### src/hdl/ppd_pkg.sv
// ----------------------------------------------------------------------------
// ppd_pkg
// Shared types and constants for the pulse and press event detector.
// ----------------------------------------------------------------------------
package ppd_pkg;

    // Result codes
    typedef enum logic [1:0] {
        EV_BEAT       = 2'd0,
        EV_TAP        = 2'd1,
        EV_LONG_PRESS = 2'd2,
        EV_LONG_STOP  = 2'd3
    } event_t;

    // Source tags
    localparam logic [1:0] SENSOR_PULSE = 2'd0;
    localparam logic [1:0] SENSOR_FORCE = 2'd1;

    // Configuration register indexes
    localparam int CFG_IDX_BITS  = 3;
    localparam int CFG_DATA_BITS = 20;

    typedef enum logic [CFG_IDX_BITS-1:0] {
        CFG_BEAT_HIGH   = 3'd0,
        CFG_BEAT_LOW    = 3'd1,
        CFG_BEAT_GAP    = 3'd2,
        CFG_BEAT_WINDOW = 3'd3,
        CFG_TOUCH_LEVEL = 3'd4,
        CFG_PRESS_LEVEL = 3'd5,
        CFG_TAP_MAX     = 3'd6,
        CFG_REPEAT_GAP  = 3'd7
    } cfg_idx_t;

    // Register widths
    localparam int LEVEL_BITS  = 12;
    localparam int GAP_BITS    = 16;
    localparam int WINDOW_BITS = 20;
    localparam int COUNT_BITS  = 16;

    // Reset values
    localparam logic [LEVEL_BITS-1:0]  RST_BEAT_HIGH   = 12'd2000;
    localparam logic [LEVEL_BITS-1:0]  RST_BEAT_LOW    = 12'd1000;
    localparam logic [GAP_BITS-1:0]    RST_BEAT_GAP    = 16'd300;
    localparam logic [WINDOW_BITS-1:0] RST_BEAT_WINDOW = 20'd15000;
    localparam logic [LEVEL_BITS-1:0]  RST_TOUCH_LEVEL = 12'd100;
    localparam logic [LEVEL_BITS-1:0]  RST_PRESS_LEVEL = 12'd400;
    localparam logic [GAP_BITS-1:0]    RST_TAP_MAX     = 16'd500;
    localparam logic [WINDOW_BITS-1:0] RST_REPEAT_GAP  = 20'd3000;

    // Fixed thresholds
    localparam logic [GAP_BITS-1:0]   LONG_HOLD = 16'd800;
    localparam logic [COUNT_BITS-1:0] MIN_BEATS = 16'd10;
    localparam logic [COUNT_BITS-1:0] COUNT_MAX = 16'hFFFF;

endpackage

### src/hdl/pulse_and_press_event_detector.sv
// ----------------------------------------------------------------------------
// pulse_and_press_event_detector
// Beat detection on pulse samples and tap / long press timing on force samples.
// ----------------------------------------------------------------------------
// An accepted request waits in the input register; its event (if any) is
//   written to the result register once free and shown on m_valid until taken.
// Throughput: one request per cycle; a request whose event finds the result
//   register still full waits in the input register and holds s_ready low.
// Reset: aresetn synchronous, active low; clears all tracking state and
//   restores the default thresholds. No clearing pass is needed.
// ----------------------------------------------------------------------------
module pulse_and_press_event_detector #(
    parameter int SAMPLE_BITS = 12,
    parameter int TIME_BITS   = 32
) (
    input  logic                                aclk,
    input  logic                                aresetn,
    // configuration
    input  logic                                cfg_wr_en,
    input  logic [ppd_pkg::CFG_IDX_BITS-1:0]    cfg_index,
    input  logic [ppd_pkg::CFG_DATA_BITS-1:0]   cfg_wdata,
    // sample requests
    input  logic                                s_valid,
    output logic                                s_ready,
    input  logic [1:0]                          s_sensor,
    input  logic [SAMPLE_BITS-1:0]              s_sample,
    input  logic [TIME_BITS-1:0]                s_now,
    // event results
    output logic                                m_valid,
    input  logic                                m_ready,
    output ppd_pkg::event_t                     m_event_res
);
    import ppd_pkg::*;

    // Common compare widths
    localparam int LW = (SAMPLE_BITS > LEVEL_BITS) ? SAMPLE_BITS : LEVEL_BITS;
    localparam int TW = (TIME_BITS > WINDOW_BITS) ? TIME_BITS : WINDOW_BITS;
    localparam int RW = COUNT_BITS + 2;

    // ------------------------------------------------------------------
    // Configuration registers
    // ------------------------------------------------------------------
    logic [LEVEL_BITS-1:0]  beat_high_reg, beat_low_reg;
    logic [LEVEL_BITS-1:0]  touch_level_reg, press_level_reg;
    logic [GAP_BITS-1:0]    beat_gap_reg, tap_max_reg;
    logic [WINDOW_BITS-1:0] beat_window_reg, repeat_gap_reg;

    always_ff @(posedge aclk) begin
        if (!aresetn) begin
            beat_high_reg   <= RST_BEAT_HIGH;
            beat_low_reg    <= RST_BEAT_LOW;
            beat_gap_reg    <= RST_BEAT_GAP;
            beat_window_reg <= RST_BEAT_WINDOW;
            touch_level_reg <= RST_TOUCH_LEVEL;
            press_level_reg <= RST_PRESS_LEVEL;
            tap_max_reg     <= RST_TAP_MAX;
            repeat_gap_reg  <= RST_REPEAT_GAP;
        end else if (cfg_wr_en) begin
            case (cfg_idx_t'(cfg_index))
                CFG_BEAT_HIGH:   beat_high_reg   <= cfg_wdata[LEVEL_BITS-1:0];
                CFG_BEAT_LOW:    beat_low_reg    <= cfg_wdata[LEVEL_BITS-1:0];
                CFG_BEAT_GAP:    beat_gap_reg    <= cfg_wdata[GAP_BITS-1:0];
                CFG_BEAT_WINDOW: beat_window_reg <= cfg_wdata[WINDOW_BITS-1:0];
                CFG_TOUCH_LEVEL: touch_level_reg <= cfg_wdata[LEVEL_BITS-1:0];
                CFG_PRESS_LEVEL: press_level_reg <= cfg_wdata[LEVEL_BITS-1:0];
                CFG_TAP_MAX:     tap_max_reg     <= cfg_wdata[GAP_BITS-1:0];
                CFG_REPEAT_GAP:  repeat_gap_reg  <= cfg_wdata[WINDOW_BITS-1:0];
                default: begin
                end
            endcase
        end
    end

    // ------------------------------------------------------------------
    // Input register: holds one sample request for the compute step
    // ------------------------------------------------------------------
    logic                   in_valid_reg;
    logic [1:0]             in_sensor_reg;
    logic [SAMPLE_BITS-1:0] in_sample_reg;
    logic [TIME_BITS-1:0]   in_now_reg;

    // Result register
    logic   out_valid_reg;
    event_t out_event_reg;

    // Tracking state
    logic                   armed_reg;
    logic [TIME_BITS-1:0]   last_beat_reg, last_reject_reg;
    logic [COUNT_BITS-1:0]  beat_total_reg, false_total_reg;
    logic                   touch_reg;
    logic [TIME_BITS-1:0]   touch_start_reg, long_press_time_reg;
    logic                   long_seen_reg;

    // Next values
    logic                   armed_next;
    logic [TIME_BITS-1:0]   last_beat_next, last_reject_next;
    logic [COUNT_BITS-1:0]  beat_total_next, false_total_next;
    logic                   touch_next;
    logic [TIME_BITS-1:0]   touch_start_next, long_press_time_next;
    logic                   long_seen_next;
    logic                   res_valid;
    event_t                 res_event;

    // Handshake: the compute step retires when it has no event or the
    // result register is free (empty or being taken this cycle).
    logic out_free, advance;

    assign out_free = !out_valid_reg || m_ready;
    assign advance  = in_valid_reg && (out_free || !res_valid);
    assign s_ready  = !in_valid_reg || advance;

    assign m_valid     = out_valid_reg;
    assign m_event_res = out_event_reg;

    // 4*f > 3*b, with b at least the minimum beat count
    function automatic logic ratio_bad(input logic [COUNT_BITS-1:0] b,
                                       input logic [COUNT_BITS-1:0] f);
        logic [RW-1:0] f4, b3;
        f4 = {f, 2'b00};
        b3 = {2'b00, b} + {1'b0, b, 1'b0};
        return (b >= MIN_BEATS) && (f4 > b3);
    endfunction

    // ------------------------------------------------------------------
    // Per-sample update
    // ------------------------------------------------------------------
    logic [TIME_BITS-1:0]  el_beat, el_reject, el_touch, el_long;
    logic [COUNT_BITS-1:0] bt_clr, ft_clr, bt_inc, ft_inc;
    logic [LW-1:0]         smp;

    assign el_beat   = in_now_reg - last_beat_reg;
    assign el_reject = in_now_reg - last_reject_reg;
    assign el_touch  = in_now_reg - touch_start_reg;
    assign el_long   = in_now_reg - long_press_time_reg;
    assign smp       = LW'(in_sample_reg);

    always_comb begin
        // window expiry, then ratio check, on every sample
        bt_clr = beat_total_reg;
        ft_clr = false_total_reg;
        if (TW'(el_beat) >= TW'(beat_window_reg)) begin
            bt_clr = '0;
            ft_clr = '0;
        end
        if (ratio_bad(bt_clr, ft_clr)) begin
            bt_clr = '0;
            ft_clr = '0;
        end

        bt_inc = (bt_clr != COUNT_MAX) ? bt_clr + 1'b1 : bt_clr;
        ft_inc = ((TW'(el_reject) <= TW'(beat_gap_reg)) && (ft_clr != COUNT_MAX))
                 ? ft_clr + 1'b1 : ft_clr;

        armed_next           = armed_reg;
        last_beat_next       = last_beat_reg;
        last_reject_next     = last_reject_reg;
        beat_total_next      = bt_clr;
        false_total_next     = ft_clr;
        touch_next           = touch_reg;
        touch_start_next     = touch_start_reg;
        long_press_time_next = long_press_time_reg;
        long_seen_next       = long_seen_reg;
        res_valid            = 1'b0;
        res_event            = EV_BEAT;

        case (in_sensor_reg)
            SENSOR_PULSE: begin
                if (!armed_reg) begin
                    if (smp > LW'(beat_high_reg)) begin
                        if (TW'(el_beat) > TW'(beat_gap_reg)) begin
                            armed_next       = 1'b1;
                            last_beat_next   = in_now_reg;
                            beat_total_next  = bt_inc;
                            false_total_next = ft_inc;
                            if ((bt_inc >= MIN_BEATS) && !ratio_bad(bt_inc, ft_inc)) begin
                                res_valid = 1'b1;
                                res_event = EV_BEAT;
                            end
                        end else begin
                            last_reject_next = in_now_reg;
                        end
                    end
                end else if (smp < LW'(beat_low_reg)) begin
                    armed_next = 1'b0;
                end
            end
            SENSOR_FORCE: begin
                if (!touch_reg) begin
                    if (smp > LW'(touch_level_reg)) begin
                        touch_next       = 1'b1;
                        touch_start_next = in_now_reg;
                    end
                end else if ((smp > LW'(press_level_reg))
                             && (TW'(el_touch) >= TW'(LONG_HOLD))) begin
                    if (!long_seen_reg || (TW'(el_long) > TW'(repeat_gap_reg))) begin
                        long_press_time_next = in_now_reg;
                        long_seen_next       = 1'b1;
                        res_valid            = 1'b1;
                        res_event            = EV_LONG_PRESS;
                    end
                end else if (smp < LW'(touch_level_reg)) begin
                    res_valid        = 1'b1;
                    res_event        = (TW'(el_touch) <= TW'(tap_max_reg))
                                       ? EV_TAP : EV_LONG_STOP;
                    long_seen_next   = 1'b0;
                    touch_next       = 1'b0;
                    touch_start_next = '0;
                end
            end
            default: begin
                // ignored channels only run the counter checks
            end
        endcase
    end

    // ------------------------------------------------------------------
    // Registers
    // ------------------------------------------------------------------
    always_ff @(posedge aclk) begin
        if (!aresetn) begin
            in_valid_reg        <= 1'b0;
            out_valid_reg       <= 1'b0;
            armed_reg           <= 1'b0;
            last_beat_reg       <= '0;
            last_reject_reg     <= '0;
            beat_total_reg      <= '0;
            false_total_reg     <= '0;
            touch_reg           <= 1'b0;
            touch_start_reg     <= '0;
            long_press_time_reg <= '0;
            long_seen_reg       <= 1'b0;
        end else begin
            // input stage
            if (s_ready) begin
                in_valid_reg <= s_valid;
            end

            // result stage
            if (advance && res_valid) begin
                out_valid_reg <= 1'b1;
            end else if (m_ready) begin
                out_valid_reg <= 1'b0;
            end

            // state commits when the request retires
            if (advance) begin
                armed_reg           <= armed_next;
                last_beat_reg       <= last_beat_next;
                last_reject_reg     <= last_reject_next;
                beat_total_reg      <= beat_total_next;
                false_total_reg     <= false_total_next;
                touch_reg           <= touch_next;
                touch_start_reg     <= touch_start_next;
                long_press_time_reg <= long_press_time_next;
                long_seen_reg       <= long_seen_next;
            end
        end
    end

    // payload, no reset
    always_ff @(posedge aclk) begin
        if (s_ready && s_valid) begin
            in_sensor_reg <= s_sensor;
            in_sample_reg <= s_sample;
            in_now_reg    <= s_now;
        end
        if (advance && res_valid) begin
            out_event_reg <= res_event;
        end
    end

endmodule

### config.mk
export PLATFORM = sky130hd
export DESIGN_NAME = pulse_and_press_event_detector
export DESIGN_NICKNAME = d
export VERILOG_FILES = /design/src/hdl/ppd_pkg.sv /design/src/hdl/pulse_and_press_event_detector.sv
export SDC_FILE = /design/constraint.sdc
export NUM_CORES = 1
export LEC_CHECK = 0
export ABC_AREA = 1
export BUFFER_PORTS_ARGS = -buffer_cell sky130_fd_sc_hd__clkbuf_2
export CAP_MARGIN = 5
export CORE_MARGIN = 2
export CORE_UTILIZATION = 30
export DETAILED_ROUTE_END_ITERATION = 10
export PLACE_DENSITY = 0.54
export SKIP_LAST_GASP = 1
export SLEW_MARGIN = 25
export SYNTH_ARGS = -nofsm -noshare
export SYNTH_HDL_FRONTEND = slang
export SYNTH_SLANG_ARGS = --single-unit
### constraint.sdc
create_clock -name aclk -period 12.8 [get_ports aclk]
set_clock_uncertainty 0.15 [all_clocks]
set_input_delay 2.56 -clock aclk [delete_from_list [all_inputs] [get_ports aclk]]
set_output_delay 2.56 -clock aclk [all_outputs]
set_load 0.005 [all_outputs]
# After elaboration in Yosys (flattened, before gate mapping)
# Index checks and enable logic that the tools add are counted.
# op_classes
add_sub_neg	8
magnitude_cmp	15
eq_ne	13
n_mux	44
bitwise	2
reduce_logical	38
# ops
op	n
2-to-1 mux 16 bit	14
2-to-1 mux 32 bit	4
subtractor 32 bit	4
less-or-equal comparator 32 x 16 -> 1 bit	2
adder 16 x 17 -> 18 bit	2
> comparator 12 bit	3
> comparator 18 bit	2
adder 16 x 1 -> 16 bit (second input constant)	2
greater-or-equal comparator 16 x 4 -> 1 bit (second input constant)	2
greater-or-equal comparator 32 x 10 -> 1 bit (second input constant)	1
greater-or-equal comparator 32 x 20 -> 1 bit	1
> comparator 32 x 16 -> 1 bit	1
> comparator 32 x 20 -> 1 bit	1
!= test 16 bit (second input constant)	2
AND reduction 5 bit	5
< comparator 12 bit	2
AND reduction 2 bit	11
2-to-1 mux 1 bit	21
== test 3 bit (second input constant)	4
logical AND 1 bit	8
2-to-1 mux 2 bit	4
== test 3 x 2 -> 1 bit (second input constant)	2
nonzero test 2 bit	3
logical NOT 1 bit	5
other kinds (9)	14
# totals
ff_bits	333
in_bits	74
word_cells	143

# Logic depth before layout (Yosys ltp)
# logic_depth
ltp_word	24
depth_mapped	83

# Least setup slack after synthesis
# No wires, ideal clock.
# synth_path
kind	flip-flop to output port
from	reg in_now_reg[0]
to	out s_ready
arrival_time_ns	10.104
required_ns	10.090
slack_ns	-0.014
stages_incl_launch_ff	77
cell_sequence	edfxtp_1 inv_1 ha_1 inv_1 fa_1 nand2_1 nand3_1 nand2_1 nand2_1 xor2_1 ha_1 nand2_1 inv_1 nand3_1 nor3_1 o21ai_0 nand2_1 nand2_1 (+41 left out) ha_1 inv_1 o21ai_0 nor2_1 o21ai_0 nand4_1 nand2_1 xnor2_1 ha_1 nand2_1 nor2_1 nand4_1 nor4_1 nand3_1 a21oi_1 nand2_1 nand2_4 nand3_1
# synth_via
elab_chain_cells	23
word_cells_on_any_way	44
# synth_rtl
item	line	source
start: declaration	pulse_and_press_event_detector.sv:80	logic [TIME_BITS-1:0] in_now_reg;
start signal: assignment	pulse_and_press_event_detector.sv:265	in_now_reg <= s_now;
subtractor 32 bit	pulse_and_press_event_detector.sv:131	assign el_beat = in_now_reg - last_beat_reg;
greater-or-equal comparator 32 x 20 -> 1 bit	pulse_and_press_event_detector.sv:141	if (TW'(el_beat) >= TW'(beat_window_reg)) begin
2-to-1 mux 16 bit	pulse_and_press_event_detector.sv:141	
adder 16 x 17 -> 18 bit	pulse_and_press_event_detector.sv:120	b3 = {2'b00, b} + {1'b0, b, 1'b0};
> comparator 18 bit	pulse_and_press_event_detector.sv:121	return (b >= MIN_BEATS) && (f4 > b3);
logical AND 1 bit	pulse_and_press_event_detector.sv:121	
2-to-1 mux 16 bit	pulse_and_press_event_detector.sv:145	if (ratio_bad(bt_clr, ft_clr)) begin
adder 16 x 1 -> 16 bit (tied with other cells)	pulse_and_press_event_detector.sv:150	bt_inc = (bt_clr != COUNT_MAX) ? bt_clr + 1'b1 : bt_clr;
(+7 left out)	-	
2-to-1 mux 1 bit	pulse_and_press_event_detector.sv:170	if (TW'(el_beat) > TW'(beat_gap_reg)) begin
2-to-1 mux 1 bit	pulse_and_press_event_detector.sv:169	if (smp > LW'(beat_high_reg)) begin
2-to-1 mux 1 bit	pulse_and_press_event_detector.sv:168	if (!armed_reg) begin
case mux 1 bit (2 select lines) *	pulse_and_press_event_detector.sv:166	case (in_sensor_reg)
logical NOT 1 bit *	pulse_and_press_event_detector.sv:109	assign advance = in_valid_reg && (out_free || !res_valid);
logical OR 1 bit *	pulse_and_press_event_detector.sv:109	
logical AND 1 bit *	pulse_and_press_event_detector.sv:109	
logical OR 1 bit *	pulse_and_press_event_detector.sv:110	assign s_ready = !in_valid_reg || advance;
end: declaration	pulse_and_press_event_detector.sv:24	output logic s_ready,
# Mark *: on every way between the ends. The rest lies on a longest branch, timed or not.

# Worst setup path in the final report
# Same ends and word-level chain as after synthesis.

==> impl_metrics.env <==
export IMPL_status="complete, but fails checks"
export IMPL_violations="setup timing"
export IMPL_setup_tns_ns=-0.216
export IMPL_rrSetupSlack_ns=1.61
export IMPL_netlist_instances=4142
export IMPL_crit_fanout=4
export IMPL_critPathSlowestCell="a32o_1"
export IMPL_post_dp_hpwl_mm=73.3
export IMPL_drive_gt1_share_pct=19.1
export IMPL_first_pass_iters=6
export IMPL_drt_iter0_markers=1902
export IMPL_die_area_um2=94600
export IMPL_synth_top_area_share_pct=20.6
export IMPL_synth_main_ff_cell="dfxtp_1"
export IMPL_startpoint="in_now_reg[0]"
export IMPL_track_usage_pct=19.9
export IMPL_place_congestion=0.913
export IMPL_syn_area_per_cell_um2=6.68
export IMPL_syn_nets=4555
export IMPL_powerDensity_nw_per_um2=93.2
export IMPL_r2r_start="in_now_reg[0]"
export IMPL_synth_distinct_cells=70
export IMPL_synth_seq_area_share_pct=25.8
export IMPL_io_pins=78
export IMPL_die_w_um=308
export IMPL_syn_to_final_growth_pct=27.0
export IMPL_hold_viol=0
export IMPL_cp_common_cell="buf_4"
export IMPL_overflow=0
export IMPL_crit_required_ns=10.09
export IMPL_clk_latency_ns=0.60
export IMPL_max_slew_margin_pct=30.8
export IMPL_clock_sinks=333
export IMPL_vdd_ir_drop_worst_v=0.0000936
export IMPL_worst_pin_slew_ns=1.04
export IMPL_rows=111
export IMPL_fmax_mhz=76.8
export IMPL_antenna_left=0
export IMPL_crit_arrival_ns=10.31
export IMPL_nets=4998
export IMPL_hold_path_class="flop to flop"
export IMPL_hold_ws_ns=0.310
export IMPL_ys_seq_elements=333
export IMPL_die_h_um=308
export IMPL_viasPerCell=4.79
export IMPL_preCtsSetupSlack_ns=-0.304
export IMPL_startpoint_type="flop"
export IMPL_switching_share_pct=33.7
export IMPL_ctsLongestPathBuffers=3
export IMPL_grt_max_degree=86
export IMPL_grt_pass1_vias=26400
export IMPL_synth_area_leaders="dfxtp_1, ha_1, nand2_1, inv_1, a21oi_1"
export IMPL_drt_total_wl_mm=95.1
export IMPL_combPwrFrac_pct=27.5
export IMPL_crit_type="flop to output pin"
export IMPL_hp_start="long_press_time_reg[25]"
export IMPL_htreeDepth=2
export IMPL_clk_pin_slew_ns=0.06
export IMPL_synth_warnings=0
export IMPL_port_buffers=77
export IMPL_async_flop_share_pct=0
export IMPL_grt_antenna_before_repair=1
export IMPL_coreArea_um2=91500
export IMPL_slew_violations=0
export IMPL_avgRoutedWirePerCell_um=16.4
export IMPL_dp_cells=5647
export IMPL_drc_errors=0
export IMPL_critical_path_max_stage_delay_ns=0.37
export IMPL_rsz0062_at_grt="yes"
export IMPL_worst_slack_ns=-0.216
export IMPL_p_seq_share_pct=34.5
export IMPL_clock_power_share_pct=38.0
export IMPL_initial_core_util_pct=30.2
export IMPL_end_kind="output pin"
export IMPL_final_period_utilization_pct=102
export IMPL_p_leak_uw=0.0165
export IMPL_grt_pass1_wl_mm=149
export IMPL_vias=27800
export IMPL_power_internal_uw=2170
export IMPL_cts_root_buf="clkbuf_16"
export IMPL_finalSetupViolCount=1
export IMPL_synth_edf_count=48
export IMPL_n_antenna_cell=0
export IMPL_final_cells=5804
export IMPL_finalPower_uw=3270
export IMPL_period_minus_slack_ns=13.02
export IMPL_numCtsBuffers=42
export IMPL_yosys_area_top_type="dfxtp_1"
export IMPL_switching_power_uw=1100
export IMPL_synth_area_um2=27700
export IMPL_cap_violations=0
export IMPL_cts_tree="done"
[power groups by stage]
stage | registers [µW] | logic, µW | clock network (µW)
after global placement | 1150 | 818 | 0
after floorplan | 1150 | 534 | 0
after CTS | 1130 | 865 | 1280
after detailed placement | 1150 | 826 | 0
after global routing | 1130 | 1010 | 1310
final | 1130 | 901 | 1240
[through the flow]
step	util [%]	cell area, µm²
final	38.4	35100
after global routing	38.4	35100
after CTS	37.5	34300
after detailed placement	34.6	31700
after global placement	34.6	31700
after floorplan	-	27700
[timing repair]
item	in CTS	in global routing
gates cloned	0	0
setup buffers	66	20
gates resized for setup	161	147
pin swaps	85	94
setup endpoints to repair	1	1
hold buffers	0	0
[path summary, 6_finish.rpt]
path	endpoint	cells after the start
hold reg to reg	long_press_time_reg[25]	2
hold / removal	long_press_time_reg[25]	2
setup reg to reg	in_now_reg[29]	72
setup / recovery	s_ready	62
[logic make-up after synthesis]
| group | synth area share, % |
|---|---|
| and+or+nand+nor | 25.7 |
| AOI/OAI and AO/OA | 16.5 |
| buffers and inverters | 11.3 |
| adders and majority gates | 15.5 |
| DFF | 25.8 |
| xor gates and xnor gates | 5.16 |
| muxes | 0.0407 |
[synthesized netlist by cell type, drive strengths merged, types with 16 or more instances]
master,instances
a21oi,396
a31oi,18
buf,50
clkbuf,55
dfxtp,285
edfxtp,48
ha,333
inv,690
nand2,870
nand3,183
nand4,58
nor2,494
nor3,39
nor4,18
o211ai,44
o21a,16
o21ai,260
o21bai,20
xnor2,49
xor2,114
[cells in the final DEF, fill, tap and decap left out, types with 26 or more instances in the layout]
cell type	count
nand4_1	56
nor2_2	32
xor2_1	98
buf_4	408
xnor2_1	41
nor2_1	445
clkbuf_2	76
ha_4	31
edfxtp_1	48
dfxtp_1	285
nand3_1	164
nand2_1	815
nor3_1	30
clkbuf_16	44
a21oi_1	366
nand2_2	44
inv_2	35
inv_1	651
o21ai_1	26
o21ai_0	224
o211ai_1	44
ha_1	301
[layer usage]
| layer | vias up | track usage (%) | share of wire (%) |
|---|---|---|---|
| met1 | 12700 | 28.2 | 49 |
| li1 | 14400 | - | - |
| met5 | - | 0 | 0 |
| met4 | 0 | 4.54 | 2.1 |
| met2 | 591 | 32.4 | 44 |
| met3 | 116 | 1.79 | 4.3 |
[critical path: cells and delay by family (launching register included)]
kind	cells	cell delay (ns)
DFF	1	0.36
AOI/OAI and AO/OA	10	2.15
xor gates and xnor gates	2	0.46
and+or+nand+nor	20	2.60
buffers and inverters	27	3.28
adders and majority gates	3	0.83
[area by class of cell]
type | instances | area [µm²]
clock buffer | 60 | 1230
clock inverter | 17 | 186
fill | 9583 | 56400
inverter | 693 | 2620
multi-input combinational | 3011 | 18800
sequential | 333 | 7150
tap | 1186 | 1480
timing repair buffer | 504 | 3710
Power figures use the tool's default switching activity.
